`src/design/rss_pkg.sv`:
```
`timescale 1ns / 1ps
package rss_pkg;

    localparam logic [15:0] MAX_SAMPLES = 16'd65535;

    localparam int MDIV_STEPS = 24;
    localparam int VDIV_STEPS = 48;
    localparam int SQRT_STEPS = 24;

    localparam logic [3:0] OP_NONE      = 4'd0;
    localparam logic [3:0] OP_UPDATE    = 4'd1;
    localparam logic [3:0] OP_LOAD      = 4'd2;
    localparam logic [3:0] OP_MUL_SQ    = 4'd3;
    localparam logic [3:0] OP_MUL_LO    = 4'd4;
    localparam logic [3:0] OP_MUL_HI    = 4'd5;
    localparam logic [3:0] OP_ADD_HI    = 4'd6;
    localparam logic [3:0] OP_SUB       = 4'd7;
    localparam logic [3:0] OP_MDIV_INIT = 4'd8;
    localparam logic [3:0] OP_DIV_STEP  = 4'd9;
    localparam logic [3:0] OP_VDIV_INIT = 4'd10;
    localparam logic [3:0] OP_SQRT_INIT = 4'd11;
    localparam logic [3:0] OP_SQRT_STEP = 4'd12;
    localparam logic [3:0] OP_RESULT    = 4'd13;

    typedef struct packed {
        logic               action;
        logic signed [15:0] sample;
    } t_in_item;

    typedef struct packed {
        logic               is_empty;
        logic               dropped;
        logic [15:0]        count;
        logic signed [15:0] minimum;
        logic signed [15:0] maximum;
        logic [15:0]        spread;
        logic signed [23:0] mean_q8;
        logic [22:0]        sdev_q8;
    } t_out_item;

    typedef struct packed {
        logic [3:0] op;
    } t_cmd;

    typedef struct packed {
        logic empty;
    } t_status;

endpackage

```
`src/design/rss_ctrl.sv`:
```
`timescale 1ns / 1ps
module rss_ctrl
    import rss_pkg::*;
(
    input  logic    i_clk,
    input  logic    i_rst_n,
    input  logic    i_in_valid,
    output logic    o_in_stall,
    output logic    o_out_valid,
    input  logic    i_out_stall,
    input  t_status i_status,
    output t_cmd    o_cmd
);

    localparam logic [3:0] ST_IDLE   = 4'd0;
    localparam logic [3:0] ST_DECIDE = 4'd1;
    localparam logic [3:0] ST_LOAD   = 4'd2;
    localparam logic [3:0] ST_MSQ    = 4'd3;
    localparam logic [3:0] ST_MLO    = 4'd4;
    localparam logic [3:0] ST_MHI    = 4'd5;
    localparam logic [3:0] ST_ADD    = 4'd6;
    localparam logic [3:0] ST_SUB    = 4'd7;
    localparam logic [3:0] ST_MINIT  = 4'd8;
    localparam logic [3:0] ST_MDIV   = 4'd9;
    localparam logic [3:0] ST_VINIT  = 4'd10;
    localparam logic [3:0] ST_VDIV   = 4'd11;
    localparam logic [3:0] ST_SINIT  = 4'd12;
    localparam logic [3:0] ST_SQRT   = 4'd13;
    localparam logic [3:0] ST_OUT    = 4'd14;

    logic [3:0] r_state, n_state;
    logic [5:0] r_cnt, n_cnt;
    logic       r_out_valid, n_out_valid;
    logic       w_out_free;

    assign w_out_free  = !r_out_valid || !i_out_stall;
    assign o_in_stall  = (r_state != ST_IDLE);
    assign o_out_valid = r_out_valid;

    always_comb begin
        n_state     = r_state;
        n_cnt       = r_cnt;
        n_out_valid = r_out_valid && i_out_stall;
        o_cmd.op    = OP_NONE;
        case (r_state)
            ST_IDLE: begin
                if (i_in_valid) begin
                    o_cmd.op = OP_UPDATE;
                    n_state  = ST_DECIDE;
                end
            end
            ST_DECIDE: n_state = i_status.empty ? ST_OUT : ST_LOAD;
            ST_LOAD: begin
                o_cmd.op = OP_LOAD;
                n_state  = ST_MSQ;
            end
            ST_MSQ: begin
                o_cmd.op = OP_MUL_SQ;
                n_state  = ST_MLO;
            end
            ST_MLO: begin
                o_cmd.op = OP_MUL_LO;
                n_state  = ST_MHI;
            end
            ST_MHI: begin
                o_cmd.op = OP_MUL_HI;
                n_state  = ST_ADD;
            end
            ST_ADD: begin
                o_cmd.op = OP_ADD_HI;
                n_state  = ST_SUB;
            end
            ST_SUB: begin
                o_cmd.op = OP_SUB;
                n_state  = ST_MINIT;
            end
            ST_MINIT: begin
                o_cmd.op = OP_MDIV_INIT;
                n_cnt    = 6'(MDIV_STEPS - 1);
                n_state  = ST_MDIV;
            end
            ST_MDIV: begin
                o_cmd.op = OP_DIV_STEP;
                n_cnt    = r_cnt - 6'd1;
                if (r_cnt == 6'd0) begin
                    n_state = ST_VINIT;
                end
            end
            ST_VINIT: begin
                o_cmd.op = OP_VDIV_INIT;
                n_cnt    = 6'(VDIV_STEPS - 1);
                n_state  = ST_VDIV;
            end
            ST_VDIV: begin
                o_cmd.op = OP_DIV_STEP;
                n_cnt    = r_cnt - 6'd1;
                if (r_cnt == 6'd0) begin
                    n_state = ST_SINIT;
                end
            end
            ST_SINIT: begin
                o_cmd.op = OP_SQRT_INIT;
                n_cnt    = 6'(SQRT_STEPS - 1);
                n_state  = ST_SQRT;
            end
            ST_SQRT: begin
                o_cmd.op = OP_SQRT_STEP;
                n_cnt    = r_cnt - 6'd1;
                if (r_cnt == 6'd0) begin
                    n_state = ST_OUT;
                end
            end
            ST_OUT: begin
                if (w_out_free) begin
                    o_cmd.op    = OP_RESULT;
                    n_out_valid = 1'b1;
                    n_state     = ST_IDLE;
                end
            end
            default: n_state = ST_IDLE;
        endcase
    end

    always_ff @(posedge i_clk) begin
        if (!i_rst_n) begin
            r_state     <= ST_IDLE;
            r_cnt       <= 6'd0;
            r_out_valid <= 1'b0;
        end else begin
            r_state     <= n_state;
            r_cnt       <= n_cnt;
            r_out_valid <= n_out_valid;
        end
    end

endmodule

```
`src/design/rss_datapath.sv`:
```
`timescale 1ns / 1ps
module rss_datapath
    import rss_pkg::*;
(
    input  logic      i_clk,
    input  logic      i_rst_n,
    input  t_cmd      i_cmd,
    input  t_in_item  i_in_item,
    output t_status   o_status,
    output t_out_item o_out_item
);

    logic [15:0]        r_count;
    logic signed [15:0] r_min;
    logic signed [15:0] r_max;
    logic signed [32:0] r_sum;
    logic [45:0]        r_ssq;
    logic               r_dropped;

    logic               r_neg;
    logic [31:0]        r_smag;
    logic [61:0]        r_sumsqr;
    logic [61:0]        r_dvar;
    logic [29:0]        r_prod;
    logic [31:0]        r_nsq;
    logic [31:0]        r_div;
    logic [31:0]        r_drem;
    logic [47:0]        r_dq;
    logic signed [23:0] r_mean;
    logic [25:0]        r_srem;
    logic [23:0]        r_root;
    t_out_item          r_out;

    logic signed [31:0] w_sq;
    logic [31:0]        w_mul_a, w_mul_b;
    logic [63:0]        w_mul_p;
    logic [32:0]        w_dt;
    logic               w_dge;
    logic [27:0]        w_rs, w_trial;
    logic               w_sge;

    assign w_sq = i_in_item.sample * i_in_item.sample;

    always_comb begin
        w_mul_a = r_smag;
        w_mul_b = r_smag;
        case (i_cmd.op)
            OP_MUL_LO: begin
                w_mul_a = {16'd0, r_count};
                w_mul_b = r_ssq[31:0];
            end
            OP_MUL_HI: begin
                w_mul_a = {16'd0, r_count};
                w_mul_b = {18'd0, r_ssq[45:32]};
            end
            OP_SUB: begin
                w_mul_a = {16'd0, r_count};
                w_mul_b = {16'd0, r_count};
            end
            default: begin
                w_mul_a = r_smag;
                w_mul_b = r_smag;
            end
        endcase
    end

    assign w_mul_p = w_mul_a * w_mul_b;

    assign w_dt    = {r_drem, r_dq[47]};
    assign w_dge   = (w_dt >= {1'b0, r_div});
    assign w_rs    = {r_srem, r_dq[47:46]};
    assign w_trial = {2'b00, r_root, 2'b01};
    assign w_sge   = (w_rs >= w_trial);

    assign o_status.empty = (r_count == 16'd0);
    assign o_out_item     = r_out;

    always_ff @(posedge i_clk) begin
        if (!i_rst_n) begin
            r_count   <= 16'd0;
            r_min     <= '0;
            r_max     <= '0;
            r_sum     <= '0;
            r_ssq     <= '0;
            r_dropped <= 1'b0;
        end else if (i_cmd.op == OP_UPDATE) begin
            if (i_in_item.action) begin
                r_count   <= 16'd0;
                r_min     <= '0;
                r_max     <= '0;
                r_sum     <= '0;
                r_ssq     <= '0;
                r_dropped <= 1'b0;
            end else if (r_count >= MAX_SAMPLES) begin
                r_dropped <= 1'b1;
            end else begin
                r_dropped <= 1'b0;
                r_count   <= r_count + 16'd1;
                if (r_count == 16'd0 || i_in_item.sample < r_min) begin
                    r_min <= i_in_item.sample;
                end
                if (r_count == 16'd0 || i_in_item.sample > r_max) begin
                    r_max <= i_in_item.sample;
                end
                r_sum <= r_sum + 33'(i_in_item.sample);
                r_ssq <= r_ssq + {14'd0, $unsigned(w_sq)};
            end
        end
    end

    always_ff @(posedge i_clk) begin
        case (i_cmd.op)
            OP_LOAD: begin
                r_neg  <= r_sum[32];
                r_smag <= r_sum[32] ? 32'(-r_sum) : r_sum[31:0];
            end
            OP_MUL_SQ: r_sumsqr <= w_mul_p[61:0];
            OP_MUL_LO: r_dvar   <= w_mul_p[61:0];
            OP_MUL_HI: r_prod   <= w_mul_p[29:0];
            OP_ADD_HI: r_dvar   <= r_dvar + {r_prod, 32'd0};
            OP_SUB: begin
                r_dvar <= (r_dvar >= r_sumsqr) ? r_dvar - r_sumsqr : 62'd0;
                r_nsq  <= w_mul_p[31:0];
            end
            OP_MDIV_INIT: begin
                r_div  <= {16'd0, r_count};
                r_drem <= {16'd0, r_smag[31:16]};
                r_dq   <= {r_smag[15:0], 32'd0};
            end
            OP_DIV_STEP: begin
                r_drem <= w_dge ? 32'(w_dt - {1'b0, r_div}) : w_dt[31:0];
                r_dq   <= {r_dq[46:0], w_dge};
            end
            OP_VDIV_INIT: begin
                r_mean <= r_neg ? -$signed(r_dq[23:0]) : $signed(r_dq[23:0]);
                r_div  <= r_nsq;
                r_drem <= {2'b00, r_dvar[61:32]};
                r_dq   <= {r_dvar[31:0], 16'd0};
            end
            OP_SQRT_INIT: begin
                r_srem <= 26'd0;
                r_root <= 24'd0;
            end
            OP_SQRT_STEP: begin
                r_srem <= w_sge ? 26'(w_rs - w_trial) : w_rs[25:0];
                r_root <= {r_root[22:0], w_sge};
                r_dq   <= {r_dq[45:0], 2'b00};
            end
            OP_RESULT: begin
                r_out.dropped <= r_dropped;
                if (r_count == 16'd0) begin
                    r_out.is_empty <= 1'b1;
                    r_out.count    <= 16'd0;
                    r_out.minimum  <= '0;
                    r_out.maximum  <= '0;
                    r_out.spread   <= 16'd0;
                    r_out.mean_q8  <= '0;
                    r_out.sdev_q8  <= 23'd0;
                end else begin
                    r_out.is_empty <= 1'b0;
                    r_out.count    <= r_count;
                    r_out.minimum  <= r_min;
                    r_out.maximum  <= r_max;
                    r_out.spread   <= 16'($unsigned(r_max) - $unsigned(r_min));
                    r_out.mean_q8  <= r_mean;
                    r_out.sdev_q8  <= r_root[22:0];
                end
            end
            default: begin
            end
        endcase
    end

endmodule

```
`src/design/running_sample_statistics_unit.sv`:
```
`timescale 1ns / 1ps
// Running sample statistics unit.
// Input channel (i_in_valid / o_in_stall / i_in_item): each item either pushes
// a signed 16-bit sample or clears all statistics.
// Output channel (o_out_valid / i_out_stall / o_out_item): one item per input,
// giving count, min, max, spread, Q8 mean and Q8 population std deviation.
// One item is processed at a time. An empty set (after clear or reset) is
// reported straight from the decide state via the output state. Otherwise an
// item goes through the load, multiply, add and subtract states around one
// shared 32x32 multiplier, a 24-step mean division and a 48-step variance
// division on one radix-2 divider, then a 24-step square root.
// The input is stalled while an item is in work; the next item is accepted
// while the previous result still waits in the output register.
// A stalled result holds; the next result waits until the register frees.
// Reset clears all statistics and empties the output register.
// A push with the count at 65535 is dropped and flagged.
module running_sample_statistics_unit
    import rss_pkg::*;
(
    input  logic      i_clk,
    input  logic      i_rst_n,
    input  logic      i_in_valid,
    output logic      o_in_stall,
    input  t_in_item  i_in_item,
    output logic      o_out_valid,
    input  logic      i_out_stall,
    output t_out_item o_out_item
);

    t_cmd    w_cmd;
    t_status w_status;

    rss_ctrl u_ctrl (
        .i_clk       (i_clk),
        .i_rst_n     (i_rst_n),
        .i_in_valid  (i_in_valid),
        .o_in_stall  (o_in_stall),
        .o_out_valid (o_out_valid),
        .i_out_stall (i_out_stall),
        .i_status    (w_status),
        .o_cmd       (w_cmd)
    );

    rss_datapath u_dp (
        .i_clk      (i_clk),
        .i_rst_n    (i_rst_n),
        .i_cmd      (w_cmd),
        .i_in_item  (i_in_item),
        .o_status   (w_status),
        .o_out_item (o_out_item)
    );

endmodule

```
`config.mk`:
```
export PLATFORM = sky130hd
export DESIGN_NAME = running_sample_statistics_unit
export DESIGN_NICKNAME = d
export VERILOG_FILES = /design/src/design/rss_pkg.sv /design/src/design/rss_ctrl.sv /design/src/design/rss_datapath.sv /design/src/design/running_sample_statistics_unit.sv
export SDC_FILE = /design/constraint.sdc
export NUM_CORES = 2
export LEC_CHECK = 0
export CORE_MARGIN = 4
export CORE_UTILIZATION = 40
export CTS_CLUSTER_SIZE = 25
export DETAILED_ROUTE_END_ITERATION = 7
export DONT_BUFFER_PORTS = 1
export PLACE_DENSITY_LB_ADDON = 0.1
export SETUP_SLACK_MARGIN = 0.1
export SLEW_MARGIN = 20
export SYNTH_ARGS = -nofsm -noshare
export SYNTH_HDL_FRONTEND = slang
export SYNTH_SLANG_ARGS = --single-unit
```
`constraint.sdc`:
```
create_clock -name i_clk -period 15.95 [get_ports i_clk]
set_clock_uncertainty 0.2 [all_clocks]
set_input_delay 2.3925 -clock i_clk [delete_from_list [all_inputs] [get_ports i_clk]]
set_output_delay 2.3925 -clock i_clk [all_outputs]
set_load 0.005 [all_outputs]
```
==> results <==
- The hold-fix buffer count after cts is 0.
- The number of storage elements in the synthesis netlist is 657.
- OpenSTA, run right after detailed placement, puts the worst setup slack at 2049 ps.
- The worst register-to-register path has a setup slack of 3310 ps.
- The most numerous cell on the critical path is fa_1.
- The global-route usage over all layers is 25.06%.
- The required time of the critical path is 16190 ps.
- The peak clock frequency supported by timing is 0.07492 GHz.
- The total standard cell area after synthesis is 78700 µm².
- In this run the post-CTS setup repair buffer count came out at 0.
- Setup repair after global routing left no endpoint under its margin.
- The per-instance average area after synthesis is 9.405 µm².
- Counting distinct cell types in the post-synthesis netlist gives 85.
- Counting every sink on the clock net gives 657.
- The first detailed-routing pass ran for 8 iterations.
- The proportion of synthesized flip-flops having asynchronous set or reset is 0%.
- The filler cell count is 19150.
- The hold path depth is 2.
- The worst-skew pair later-pin latency is 710 ps.
- The count of buffers added on input and output ports is 0.
- The dominant synthesized flop cell is edfxtp_1.
- In this run the biggest area consumer among cell types represents 28.97% of the synthesized area.
- The core region is 195200 µm².
- The number of resized instances in the post-cts repair step is 0.
- Clock tree synthesis selected as its root buffer the cell clkbuf_16.
- The worst setup path is captured at a flip-flop.
- In the final routed layout, each cell accounts on average for 23.27 µm.
- The clock tree synthesis step divided the H-tree into 3 levels.
- After layout, the worst path uses 83.68% of the clock period.
- In this run the core area contains 162 standard-cell rows.
- The multi-input combinational cell area is 53600 µm².
- The count of nets left with antenna violations once routing finished came out at 0.
- In this run the tightest slew margin relative to its limit is 18.48%.
- The count of flip-flops with a built-in enable after synthesis is 518.
- The yosys synthesis warning count is 0.
- The count of endpoints failing hold in the final timing report is 0.
- For this block, the initial DRC count from the detailed router was 4467.
- Summed over all instances, the cell type with the most area after synthesis is fa_1.
- The number of antenna violations at the first check in global routing is 17.
- The final number of max-transition violations is 0.
- The checks that failed: design-rule violations.
- The total clock buffers created by CTS is 80.
- The global placement routability congestion is 0.9288.
- The routed design could run at a clock period as short as 13350 ps.
- The final layout contains 9965 nets.
- The startpoint type of the worst setup path is an input port.
- The number of vias in the routed layout is 58800.
- The total overflow left after global routing is 0.
- The total die area is 203900 µm².
- For this run, the register share of the synthesized area comes to 23.30%.
- TritonCTS built the clock tree.
- The setup path with the least slack is of type input port to flip-flop.
- The max-capacitance violation count is 0.
- The die outline width is 451.6 µm.
- The post-synthesis net count is 10120.
- The post-synthesis to final-layout area growth is 7.239%.
- The die boundary height is 451.6 µm.
- The transition at the pin with the smallest max-transition slack is 1217 ps.
- The stage delay of the slowest cell on the critical path is 810 ps.
- The synthesized instance count is 8368.
- Entering global routing, the biggest net connects 74 pins.
- The critical path's slowest cell is nand2_1.
- The clock-pin slew of the registers on the worst-case setup and hold paths is 60 ps.
- The register area is 18340 µm².
- The most common cell in the synthesized netlist is inv_1.
- For this run, design rule violations remaining after detail routing come to 1.
- Adding up every negative setup slack in the final design gives 0 ps.
- In the routed layout, each cell is associated on average with a via count of 5.391.
- Setup violations remaining at the end of the flow were counted as 0.
- The maximum fanout along the worst path is 37.
- Counting along the longest clock path gives a buffer depth of 3.
- The setup slack after layout is 2603 ps.
- The flow ran to the end, but the final reports show violations.
- STA puts the critical path data arrival time at 13580 ps.
- The total length of routed wires is 253800 µm.
- The wire length of the first global-routing pass is 388200 µm.
- The number of global-route vias before repair was 61490.
- Once the floorplan was initialized, standard cells occupied 40.32% of the core.
- Of the cells placed in the final design, the portion with a size suffix greater than 1 is 4.132%.
- The worst hold path belongs to the class flip-flop to flip-flop.
- The count of cells along the worst register-to-register path is 37.
- The I/O pin count is 136.
- Detailed placement ended at an HPWL of 199300 µm.
- By count the netlist is led by inv_1, fa_1, nand2_1.
- In the post-synthesis netlist, the biggest area contributors are fa_1, edfxtp_1, ha_1.
## placed cells by master, fill, tap and decap left out, types with 76 or more instances in the layout
master	count
xnor2_1	253
dfxtp_1	138
clkbuf_16	80
o21ai_0	339
ha_1	594
inv_1	1469
a21o_1	167
nor2_1	690
buf_4	126
fa_1	1139
edfxtp_1	518
a21oi_1	313
and2_1	223
nand3_1	76
nand2_1	975
xor2_1	115
## logic make-up (layout without fill, tap and decap cells)
group,count (synthesis),in the layout,synth area share (%)
buffers and inverters,1843,1751,8.835
and+or+nand+nor,2363,2363,13.32
muxes,95,95,1.232
xor gates and xnor gates,371,371,4.129
AOI/OAI and AO/OA,1306,1306,10.77
DFF,657,657,23.30
adders and majority gates,1733,1733,38.42
other,0,7,0
## final timing paths
path / start / end
setup / recovery: i_in_valid / u_dp.r_dvar[60]$_DFFE_PP_
hold / removal: u_dp.r_min[9]$_SDFFE_PN0P_ / u_dp.r_min[9]$_SDFFE_PN0P_
setup reg to reg: u_ctrl.r_state[3]$_SDFFE_PN0P_ / u_dp.r_dvar[60]$_DFFE_PP_
hold reg to reg: u_dp.r_min[9]$_SDFFE_PN0P_ / u_dp.r_min[9]$_SDFFE_PN0P_
## final cells by class
class,count,share of cell area (%)
Antenna cell,7,0.02076
Clock buffer,92,2.425
Clock inverter,55,0.6849
Inverter,1476,6.565
Multi-Input combinational cell,5868,63.51
Sequential cell,657,21.73
Tap cell,2624,3.890
Timing Repair Buffer,128,1.177
## sequential cells by signal, summed over array words and instances (netlist names), 30 cells and up
signal,cells
u_dp.r_nsq,32
u_dp.r_sumsqr,62
u_dp.r_ssq,46
u_dp.r_drem,32
u_dp.r_prod,30
u_dp.r_smag,32
u_dp.r_dvar,62
u_dp.r_div,32
u_dp.r_dq,48
u_dp.o_out_item,113
u_dp.r_sum,33
## critical path: cells and delay by family
| kind | cells | cell delay (ps) |
|---|---|---|
| adder cells (fa/ha/maj) | 9 | 4450 |
| AND/OR/NAND/NOR | 10 | 2820 |
| AO/OA/AOI/OAI | 8 | 2310 |
| buffers and inverters | 7 | 1350 |
| XOR/XNOR | 1 | 150 |
## per-layer routing
layer | up-vias | global-route usage [%] | routed length, µm
met1 | 29940 | 34.29 | 111500
met3 | 402 | 3.712 | 15670
met5 | - | 0 | 69
li1 | 26670 | - | -
met4 | 8 | 9.088 | 10140
met2 | 1790 | 40.52 | 116300
## metrics by stage
step / instance area (µm²) / util (%) / hold slack [ps] / instances
after floorplan: 78700 / - / 209.0 / 8368
after global placement: 81670 / 41.84 / 253.5 / 10750
after detailed placement: 81730 / 41.87 / 265.3 / 10750
after CTS: 84360 / 43.22 / 277.2 / 10900
after global routing: 84380 / 43.23 / 292.2 / 10900
final: 84390 / 43.24 / 273.2 / 10910
Power is not shown: default switching activity piles up to over one toggle a cycle in this logic, so the estimate is an artifact.
